==> src/pixel_color_index_mapper_unit_assert.svh <==
// Assertion macros for the pixel color index mapper unit.
// Used by the front and back modules; expects clk_i and rst_ni in scope.
`ifndef PIXEL_COLOR_INDEX_MAPPER_UNIT_ASSERT_SVH
`define PIXEL_COLOR_INDEX_MAPPER_UNIT_ASSERT_SVH

// Same-cycle implication.
`define PCIM_ASSERT_NOW(label, ante, cons, msg) \
  label: assert property (@(posedge clk_i) disable iff (!rst_ni) (ante) |-> (cons)) \
    else $error(msg);

// Next-cycle implication.
`define PCIM_ASSERT_NEXT(label, ante, cons, msg) \
  label: assert property (@(posedge clk_i) disable iff (!rst_ni) (ante) |=> (cons)) \
    else $error(msg);

`endif

==> src/pcim_pkg.sv <==
// Package for the pixel color index mapper unit.
// Holds codes, beat types and scaling tables; no dependencies.
`default_nettype none

package pcim_pkg;

  localparam logic [15:0] CV_MAX     = 16'hFFFF;
  localparam logic [6:0]  LUM_R      = 7'd30;
  localparam logic [6:0]  LUM_G      = 7'd59;
  localparam logic [6:0]  LUM_B      = 7'd11;
  localparam logic [6:0]  LUM_ROUND  = 7'd50;
  localparam logic [23:0] LUM_RECIP  = 24'd10737419;
  localparam int          LUM_SHIFT  = 30;
  localparam logic [11:0] DIV3_MUL   = 12'd43;
  localparam int          DIV3_SHIFT = 7;

  localparam logic CFG_COLOR_MODEL = 1'b0;
  localparam logic CFG_PIXEL_DEPTH = 1'b1;

  typedef enum logic [1:0] {
    MODEL_GRAY,
    MODEL_RGB,
    MODEL_CMYK,
    MODEL_CMYK_MONO
  } model_e;

  typedef enum logic [1:0] {
    REQ_RGB2IDX,
    REQ_CMYK2IDX,
    REQ_IDX2RGB,
    REQ_NONE
  } req_e;

  typedef enum logic [2:0] {
    OP_BAD,
    OP_GRAY_FWD,
    OP_RGB_FWD,
    OP_KMONO_FWD,
    OP_CMYK_FWD,
    OP_GRAY_INV,
    OP_RGB_INV,
    OP_CMYK_INV
  } op_e;

  typedef struct packed {
    op_e         op;
    logic [4:0]  bpc;
    logic [15:0] comp_a;
    logic [15:0] comp_b;
    logic [15:0] comp_c;
    logic [15:0] comp_d;
    logic [31:0] index;
  } cmd_t;

  typedef struct packed {
    logic [31:0] index;
    logic [15:0] red;
    logic [15:0] green;
    logic [15:0] blue;
    logic        bad;
  } res_t;

  // Quotient of 65535 by (2^bpc - 1) with the remainder left as 2^r - 1.
  function automatic logic [15:0] scale_quot(input logic [4:0] bpc);
    logic [15:0] q;
    case (bpc)
      5'd1:    q = 16'd65535;
      5'd2:    q = 16'd21845;
      5'd3:    q = 16'd9362;
      5'd4:    q = 16'd4369;
      5'd5:    q = 16'd2114;
      5'd6:    q = 16'd1040;
      5'd7:    q = 16'd516;
      5'd8:    q = 16'd257;
      5'd9:    q = 16'd128;
      5'd10:   q = 16'd64;
      5'd11:   q = 16'd32;
      5'd12:   q = 16'd16;
      5'd13:   q = 16'd8;
      5'd14:   q = 16'd4;
      5'd15:   q = 16'd2;
      5'd16:   q = 16'd1;
      default: q = 16'd0;
    endcase
    return q;
  endfunction

  function automatic logic [2:0] scale_rem_bits(input logic [4:0] bpc);
    logic [2:0] r;
    case (bpc)
      5'd3, 5'd5, 5'd15: r = 3'd1;
      5'd7, 5'd14:       r = 3'd2;
      5'd13:             r = 3'd3;
      5'd6, 5'd12:       r = 3'd4;
      5'd11:             r = 3'd5;
      5'd10:             r = 3'd6;
      5'd9:              r = 3'd7;
      default:           r = 3'd0;
    endcase
    return r;
  endfunction

  // floor(y / mask) for mask = 2^bpc - 1 and y < 2^(2*bpc).
  function automatic logic [15:0] div_mask(input logic [23:0] y, input logic [4:0] bpc,
                                           input logic [15:0] mask);
    logic [23:0] hi;
    logic [16:0] t;
    logic [15:0] q;
    hi = y >> bpc;
    t  = {1'b0, hi[15:0]} + {1'b0, y[15:0] & mask};
    q  = hi[15:0];
    if (t >= {mask, 1'b0}) begin
      q = q + 16'd2;
    end else if (t >= {1'b0, mask}) begin
      q = q + 16'd1;
    end
    return q;
  endfunction

endpackage

`default_nettype wire

==> src/pcim_front.sv <==
// Front end of the pixel color index mapper: config registers, request
// classification and the command queue. Depends on pcim_pkg.
`default_nettype none

module pcim_front (
  input  wire logic             clk_i,
  input  wire logic             rst_ni,
  input  wire logic             cfg_we_i,
  input  wire logic             cfg_idx_i,
  input  wire logic [5:0]       cfg_data_i,
  input  wire logic             push_i,
  output logic                  full_o,
  input  wire logic [1:0]       req_type_i,
  input  wire logic [15:0]      comp_a_i,
  input  wire logic [15:0]      comp_b_i,
  input  wire logic [15:0]      comp_c_i,
  input  wire logic [15:0]      comp_d_i,
  input  wire logic [31:0]      index_in_i,
  output pcim_pkg::cmd_t        cmd_o,
  output logic                  cmd_valid_o,
  input  wire logic             cmd_ready_i
);

  pcim_pkg::model_e color_model_q, color_model_d;
  logic [5:0]       pixel_depth_q, pixel_depth_d;

  pcim_pkg::cmd_t   cmd_mem_q [2];
  logic             wr_ptr_q, wr_ptr_d;
  logic             rd_ptr_q, rd_ptr_d;
  logic [1:0]       cmd_cnt_q, cmd_cnt_d;

  pcim_pkg::req_e   req;
  logic             one_comp;
  logic             four_comp;
  logic [11:0]      depth_x43;
  logic [5:0]       bpc_w;
  logic             bad;
  pcim_pkg::op_e    op;
  pcim_pkg::cmd_t   cmd_new;
  logic             in_acc;
  logic             cmd_pop;

  always_comb begin
    color_model_d = color_model_q;
    pixel_depth_d = pixel_depth_q;
    if (cfg_we_i) begin
      if (cfg_idx_i == pcim_pkg::CFG_COLOR_MODEL) begin
        color_model_d = pcim_pkg::model_e'(cfg_data_i[1:0]);
      end else begin
        pixel_depth_d = cfg_data_i;
      end
    end
  end

  always_ff @(posedge clk_i or negedge rst_ni) begin
    if (!rst_ni) begin
      color_model_q <= pcim_pkg::MODEL_GRAY;
      pixel_depth_q <= 6'd1;
    end else begin
      color_model_q <= color_model_d;
      pixel_depth_q <= pixel_depth_d;
    end
  end

  // Classify: components per pixel, bits per component, operation.
  always_comb begin
    req = pcim_pkg::req_e'(req_type_i);
    if (req == pcim_pkg::REQ_IDX2RGB) begin
      one_comp  = (color_model_q == pcim_pkg::MODEL_GRAY) ||
                  (color_model_q == pcim_pkg::MODEL_CMYK_MONO);
      four_comp = (color_model_q == pcim_pkg::MODEL_CMYK);
    end else begin
      one_comp  = (color_model_q == pcim_pkg::MODEL_GRAY);
      four_comp = (color_model_q == pcim_pkg::MODEL_CMYK) ||
                  (color_model_q == pcim_pkg::MODEL_CMYK_MONO);
    end
    depth_x43 = 12'(pixel_depth_q) * pcim_pkg::DIV3_MUL;
    if (one_comp) begin
      bpc_w = pixel_depth_q;
    end else if (four_comp) begin
      bpc_w = {2'b00, pixel_depth_q[5:2]};
    end else begin
      bpc_w = {1'b0, depth_x43[pcim_pkg::DIV3_SHIFT +: 5]};
    end
    bad = (pixel_depth_q == 6'd0) || (pixel_depth_q > 6'd32) ||
          (bpc_w == 6'd0) || (bpc_w > 6'd16) || (req == pcim_pkg::REQ_NONE) ||
          ((req == pcim_pkg::REQ_CMYK2IDX) &&
           ((color_model_q == pcim_pkg::MODEL_GRAY) ||
            (color_model_q == pcim_pkg::MODEL_RGB)));
    op = pcim_pkg::OP_BAD;
    if (!bad) begin
      unique case (req)
        pcim_pkg::REQ_RGB2IDX: begin
          if (color_model_q == pcim_pkg::MODEL_GRAY) begin
            op = pcim_pkg::OP_GRAY_FWD;
          end else if (color_model_q == pcim_pkg::MODEL_RGB) begin
            op = pcim_pkg::OP_RGB_FWD;
          end else begin
            op = pcim_pkg::OP_KMONO_FWD;
          end
        end
        pcim_pkg::REQ_CMYK2IDX: op = pcim_pkg::OP_CMYK_FWD;
        pcim_pkg::REQ_IDX2RGB: begin
          if (one_comp) begin
            op = pcim_pkg::OP_GRAY_INV;
          end else if (four_comp) begin
            op = pcim_pkg::OP_CMYK_INV;
          end else begin
            op = pcim_pkg::OP_RGB_INV;
          end
        end
        default: op = pcim_pkg::OP_BAD;
      endcase
    end
    cmd_new.op     = op;
    cmd_new.bpc    = bpc_w[4:0];
    cmd_new.comp_a = comp_a_i;
    cmd_new.comp_b = comp_b_i;
    cmd_new.comp_c = comp_c_i;
    cmd_new.comp_d = comp_d_i;
    cmd_new.index  = index_in_i;
  end

  assign full_o      = (cmd_cnt_q == 2'd2);
  assign in_acc      = push_i && !full_o;
  assign cmd_valid_o = (cmd_cnt_q != 2'd0);
  assign cmd_pop     = cmd_valid_o && cmd_ready_i;
  assign cmd_o       = cmd_mem_q[rd_ptr_q];

  always_comb begin
    wr_ptr_d  = in_acc ? !wr_ptr_q : wr_ptr_q;
    rd_ptr_d  = cmd_pop ? !rd_ptr_q : rd_ptr_q;
    cmd_cnt_d = cmd_cnt_q;
    if (in_acc && !cmd_pop) begin
      cmd_cnt_d = cmd_cnt_q + 2'd1;
    end else if (!in_acc && cmd_pop) begin
      cmd_cnt_d = cmd_cnt_q - 2'd1;
    end
  end

  always_ff @(posedge clk_i or negedge rst_ni) begin
    if (!rst_ni) begin
      wr_ptr_q  <= 1'b0;
      rd_ptr_q  <= 1'b0;
      cmd_cnt_q <= 2'd0;
    end else begin
      wr_ptr_q  <= wr_ptr_d;
      rd_ptr_q  <= rd_ptr_d;
      cmd_cnt_q <= cmd_cnt_d;
    end
  end

  always_ff @(posedge clk_i) begin
    if (in_acc) begin
      cmd_mem_q[wr_ptr_q] <= cmd_new;
    end
  end

`include "pixel_color_index_mapper_unit_assert.svh"

`PCIM_ASSERT_NEXT(a_cnt_up, in_acc && !cmd_pop, cmd_cnt_q == $past(cmd_cnt_q) + 2'd1, "cmd count did not grow")
`PCIM_ASSERT_NEXT(a_cnt_down, cmd_pop && !in_acc, cmd_cnt_q == $past(cmd_cnt_q) - 2'd1, "cmd count did not shrink")
`PCIM_ASSERT_NEXT(a_cmd_seen, in_acc && (cmd_cnt_q == 2'd0), cmd_valid_o, "accepted beat not offered to back")

endmodule

`default_nettype wire

==> config.mk <==
export PLATFORM = sky130hd
export DESIGN_NAME = pcim_front
export DESIGN_NICKNAME = d
export VERILOG_FILES = /design/src/pcim_pkg.sv /design/src/pcim_front.sv
export VERILOG_INCLUDE_DIRS = /design/src /design/src/src
export SDC_FILE = /design/constraint.sdc
export NUM_CORES = 1
export LEC_CHECK = 0
export ABC_AREA = 1
export BUFFER_PORTS_ARGS = -buffer_cell sky130_fd_sc_hd__clkbuf_2
export CAP_MARGIN = 20
export CORE_UTILIZATION = 50
export DETAILED_ROUTE_END_ITERATION = 6
export GPL_ROUTABILITY_DRIVEN = 0
export PLACE_DENSITY = 0.86
export SLEW_MARGIN = 15
export SYNTH_ARGS = -nofsm -noshare
export SYNTH_HDL_FRONTEND = slang
export SYNTH_SLANG_ARGS = --single-unit
export TNS_END_PERCENT = 10
==> constraint.sdc <==
create_clock -name clk_i -period 7 [get_ports clk_i]
set_input_delay 1.05 -clock clk_i [delete_from_list [all_inputs] [get_ports clk_i]]
set_output_delay 1.05 -clock clk_i [all_outputs]
set_load 0.05 [all_outputs]
Word-level counts from Yosys, hierarchy flattened
Memories as Yosys holds them, arrays and structs flattened.
Index checks and enable logic that the tools add are counted.
{ "classes": {"add_sub_neg": 2, "multipliers": 1, "n_lt_le_gt_ge": 2, "n_eq_ne": 7, "muxes": 14, "n_bitwise": 1, "reduce_logical": 26} }
{ "op_table": {"columns": ["cell", "count"], "rows": [
  ["$logic_not 6->1", 2],
  ["$mul 6x6->12 const B", 1],
  ["$eq 2x2->1 const B", 5],
  ["$pmux 3 s3", 1],
  ["$logic_or 1x1->1", 8],
  ["$mux 2", 4],
  ["$gt 6x5->1 const B", 1],
  ["$gt 6x6->1 const B", 1],
  ["$mux 1", 6],
  ["$mux 6", 1],
  ["$logic_and 1x1->1", 5],
  ["$logic_not 1->1", 5],
  ["$mux 5", 1],
  ["$eq 2x1->1 const B", 2],
  ["$logic_not 2->1", 2],
  ["$reduce_and 2->1", 2],
  ["$reduce_bool 2->1", 2],
  ["$mux 3", 1],
  ["$add 2x1->2 const B", 1],
  ["$sub 2x1->2 const B", 1],
  ["$not 1->1", 1]
]} }
{ "word_totals": {"reg_bits": 12, "ram_bits": 208, "in_bits": 110, "out_inout_bits": 106, "wordCells": 59, "mem_count": 1} }
{ "memory_table": {"columns": ["name", "words", "word_bits", "read_ports", "rd_clocked_by_memory_dff", "wr", "line", "rtl"], "rows": [
  ["cmd_mem_q", 2, 104, 1, 0, 1, "pcim_front.sv:27", "pcim_pkg::cmd_t cmd_mem_q [2];"]
]} }

Depth between registers and ports, before layout
{ "logic_depth": {"word_depth": 11, "ltp_mapped": 22, "mapped_depth_nobuf": 22} }

Worst setup path after synthesis
No wires, ideal clock.
{ "synth_timing": {"kind": "in2reg", "startpoint": "input port push_i", "endpoint": "memory cmd_mem_q[1][0] (netlist name) (enable)", "setup_time_ns": 0.570, "t_arrival_ns": 5.540, "required_ns": 6.430, "path_slack_ns": 0.890, "path_stages": 2, "n_path_buf": 0, "path_cell_list": "o21ai_0 -> nor2_1"} }
{ "synth_via": {"elab_chain_cells": 3} }
{ "synth_rtl": {"columns": ["element", "line", "rtl"], "rows": [
  ["start: declaration", "pcim_front.sv:11", "input wire logic push_i,"],
  ["$logic_and 1x1->1", "pcim_front.sv:125", "assign in_acc = push_i && !full_o;"],
  ["$mux 1", "pcim_front.sv:154", "if (in_acc) begin"],
  ["$mux 1 (implied by the code)", "pcim_front.sv:155", "cmd_mem_q[wr_ptr_q] <= cmd_new;"],
  ["end: declaration", "pcim_front.sv:27", null]
]} }
Every way passes these cells.

Final worst setup path
{ "layout_timing": {"startpoint": "register pixel_depth_q[1]", "endpoint": "memory cmd_mem_q[1][102] (netlist name) (data pin)"} }
{ "layout_via": {"elab_chain_cells": 9, "elab_cells_between_ends": 13, "classes_between": "mul: 1; order compare: 2; mux: 3; reduce/logical: 7"} }
{ "layout_rtl": {"columns": ["element", "line", "rtl"], "rows": [
  ["start: declaration", "pcim_front.sv:25", "logic [5:0] pixel_depth_q, pixel_depth_d;"],
  ["start signal: assignment", "pcim_front.sv:61", "pixel_depth_q <= pixel_depth_d;"],
  ["$mul 6x6->12 *", "pcim_front.sv:77", "depth_x43 = 12'(pixel_depth_q) * pcim_pkg::DIV3_MUL;"],
  ["$mux 5 *", "pcim_front.sv:80", "end else if (four_comp) begin"],
  ["$mux 6 *", "pcim_front.sv:78", "if (one_comp) begin"],
  ["named net bpc_w[2]", "pcim_front.sv:36", "logic [5:0] bpc_w;"],
  ["parallel branches: the longest is 2 deep, another holds $gt 6x5->1", null, null],
  ["$logic_or 1x1->1 * (3 in series)", "pcim_front.sv:86", "(bpc_w == 6'd0) || (bpc_w > 6'd16) || (req == pcim_pkg::REQ_NONE) ||"],
  ["$mux 3 *", "pcim_front.sv:91", "if (!bad) begin"],
  ["named net op[1]", "pcim_front.sv:38", "pcim_pkg::op_e op;"]
]} }
Mark *: on every way through the listed nets, which the timed path passes.

==> impl_metrics.tcl <==
set metrics [dict create \
    hpwlAfterDp_mm 12.45 \
    synth_nets 924 \
    diodes 0 \
    grtUsageTotal 0.1915 \
    pwr_density_cell_nw_per_um2 510.9 \
    critPathMaxFanout 7 \
    setup_viol 0 \
    fin_crit_sh 0.5065 \
    setup_slack_ns 3.454 \
    clock_skew_ns 0.01662 \
    first_pass_iters 5 \
    endpoint_kind "flip-flop" \
    grt_max_degree 106 \
    grt_pass1_vias 5874 \
    yosys.area.top_type "edfxtp_1" \
    cts_tree "done" \
    drive_gt1_frac 0.2782 \
    ir_worst_vdd_uv 443.4 \
    die_w_um 137.5 \
    ctsHoldBuffers 0 \
    start_util 0.5112 \
    cts.sink_count 220 \
    drcViolationCount 0 \
    die_h_um 137.5 \
    rows 49 \
    clk_pin_slew_worst_paths_ns 0.05 \
    worst_pin_slew_ns 0.7946 \
    ys_seq_elements 220 \
    synth_area_sq_um 9183 \
    clock-root-buffer "clkbuf_16" \
    slew_violations 0 \
    drt_iter0_markers 346 \
    routed_wl_mm 19.04 \
    max-slew-margin-rel 0.4703 \
    maxClockFrequency_mhz 282.0 \
    start_kind "flip-flop" \
    status "finished clean" \
    wire_per_inst_um 15.37 \
    clock_latency_ns 0.51 \
    synth_warnings 0 \
    ys.flop_type "edfxtp_1" \
    h-tree-depth 1 \
    hp-class "input port to async pin" \
    via_count 6127 \
    clockBufferDepth 3 \
    whs_ns 0.4252 \
    layout_commonest_cell "nand2_1" \
    drv_cap 0 \
    power.leakage_nw 5.185 \
    dp_slack_ns 3.474 \
    area_growth_pct 23.74 \
    tns_ns 0 \
    rsz0062_at_grt "false" \
    nets 1147 \
    worstPathRequired_ns 7.26 \
    io_pins 216 \
    synth_edf_count 208 \
    routed_via_density 4.945 \
    syn_inst 771 \
    dieArea_sq_um 18910 \
    fin_util 0.6325 \
    ys_top_cells_by_area "edfxtp_1 (68%), nand2_1 (14%), ha_1 (5.3%)" \
    port_buffers 215 \
    ys_seq_area_frac 0.7130 \
    ant_nets 0 \
    synth_cell_types 30 \
    post_cts_buffers 0 \
    core_sq_um 17960 \
    critical_path_arrival_ns 3.80 \
    async_flop_share 0.05455 \
    postPlaceCellArea_sq_um 10530 \
    hold_viol 0 \
    layout_common_cells "nand2_1 (354), clkbuf_2 (215), edfxtp_1 (208)" \
    cts_resized 0 \
    min_period_ns 3.546 \
    grt_overflow 0 \
    synth_top_area_share 0.6802 \
    synth_area_per_cell_sq_um 11.91 \
    crit_type "flip-flop to flip-flop" \
    finalInstanceArea_sq_um 11360 \
    antenna_found_initial 0 \
    grt_pass1_wl_mm 27.95 \
    cts_made_buffers 23 \
]
[state kept, by name (all words and copies together) (netlist names)]
register and cells:
wr_ptr_q 1, cmd_mem_q 208, color_model_q 2, pixel_depth_q 6, cmd_cnt_q 2, rd_ptr_q 1
[cells by family after synthesis]
family                     Yosys count  share of synthesized area
adders and majority gates           43                    0.06186
AOI/OAI and AO/OA                   29                    0.02071
xor gates and xnor gates             3                   0.002862
and+or+nand+nor                    402                     0.1713
DFF                                220                     0.7130
buffers and inverters               74                    0.03025
[area by class of cell]
cell class	count	area [sq um]
Inverter	50	188.9
Clock inverter	18	206.4
Multi-Input combinational cell	477	2372
Tap cell	229	286.5
Timing Repair Buffer	222	1181
Sequential cell	220	6551
Clock buffer	23	575.6
Fill cell	1337	6601
[synth_stat cells (2+ instances only)]
cell type,count
dfrtp_1,11
xor2_1,2
nand3_2,2
inv_1,48
nand4_1,3
clkbuf_1,22
a21oi_1,12
o21ai_0,7
edfxtp_1,208
a21oi_2,3
nor2_1,20
buf_1,2
fa_1,4
ha_1,39
nand2_2,8
nand2_1,354
a21oi_4,2
nand3_1,10
nor2_2,3
[routing by layer]
| layer | wire (um) | GRT usage |
|---|---|---|
| met5 | 0 | 0 |
| met1 | 7364 | 0.2231 |
| met4 | 385 | 0.06105 |
| met2 | 9801 | 0.3462 |
| met3 | 1487 | 0.04525 |
[worst max-delay path, stage by stage, from the launching register on]
cell and delay [ns]:
dfrtp_1 0.47, ha_1 0.32, inv_1 0.05, fa_1 0.48, fa_1 0.54, inv_1 0.04, ha_1 0.32, a21oi_2 0.20
nor2_1 0.06, nor2_1 0.11, nand2_1 0.07, nand2_1 0.05, nand3_1 0.06, nand2_1 0.09, nand2_2 0.07, nor2_2 0.12
nand3_1 0.10, nand3_2 0.10, nor2_1 0.05
[per-stage QoR]
stage | std cells | power [mW]
2_1_floorplan | 771 | 3.965
3_5_place_dp | 1196 | 4.574
5_1_grt | 1239 | 6.105
4_1_cts | 1237 | 5.822
6_report | 1239 | 5.805
3_3_place_gp | 1196 | 4.517
[power by group]
part           internal [mW]  total [mW]  switching [mW]
Sequential              1.80        1.92           0.118
Clock                  0.751        1.24           0.487
Combinational          0.564        2.65            2.09
[worst paths after layout]
path                                  start                 to  slack (ns)  cells after the start
max in group asynchronous            rst_ni   pixel_depth_q[0]        6.29                      1
min                                  rst_ni       cmd_cnt_q[1]        0.43                      1
max                        pixel_depth_q[1]  cmd_mem_q[1][102]        3.45                     18
min reg2reg                    cmd_cnt_q[0]       cmd_cnt_q[0]        0.54                      1
min in group clk_i             cmd_cnt_q[0]       cmd_cnt_q[0]        0.54                      1
max reg2reg                pixel_depth_q[1]  cmd_mem_q[1][102]        3.45                     18
Power figures use the tool's default switching activity.
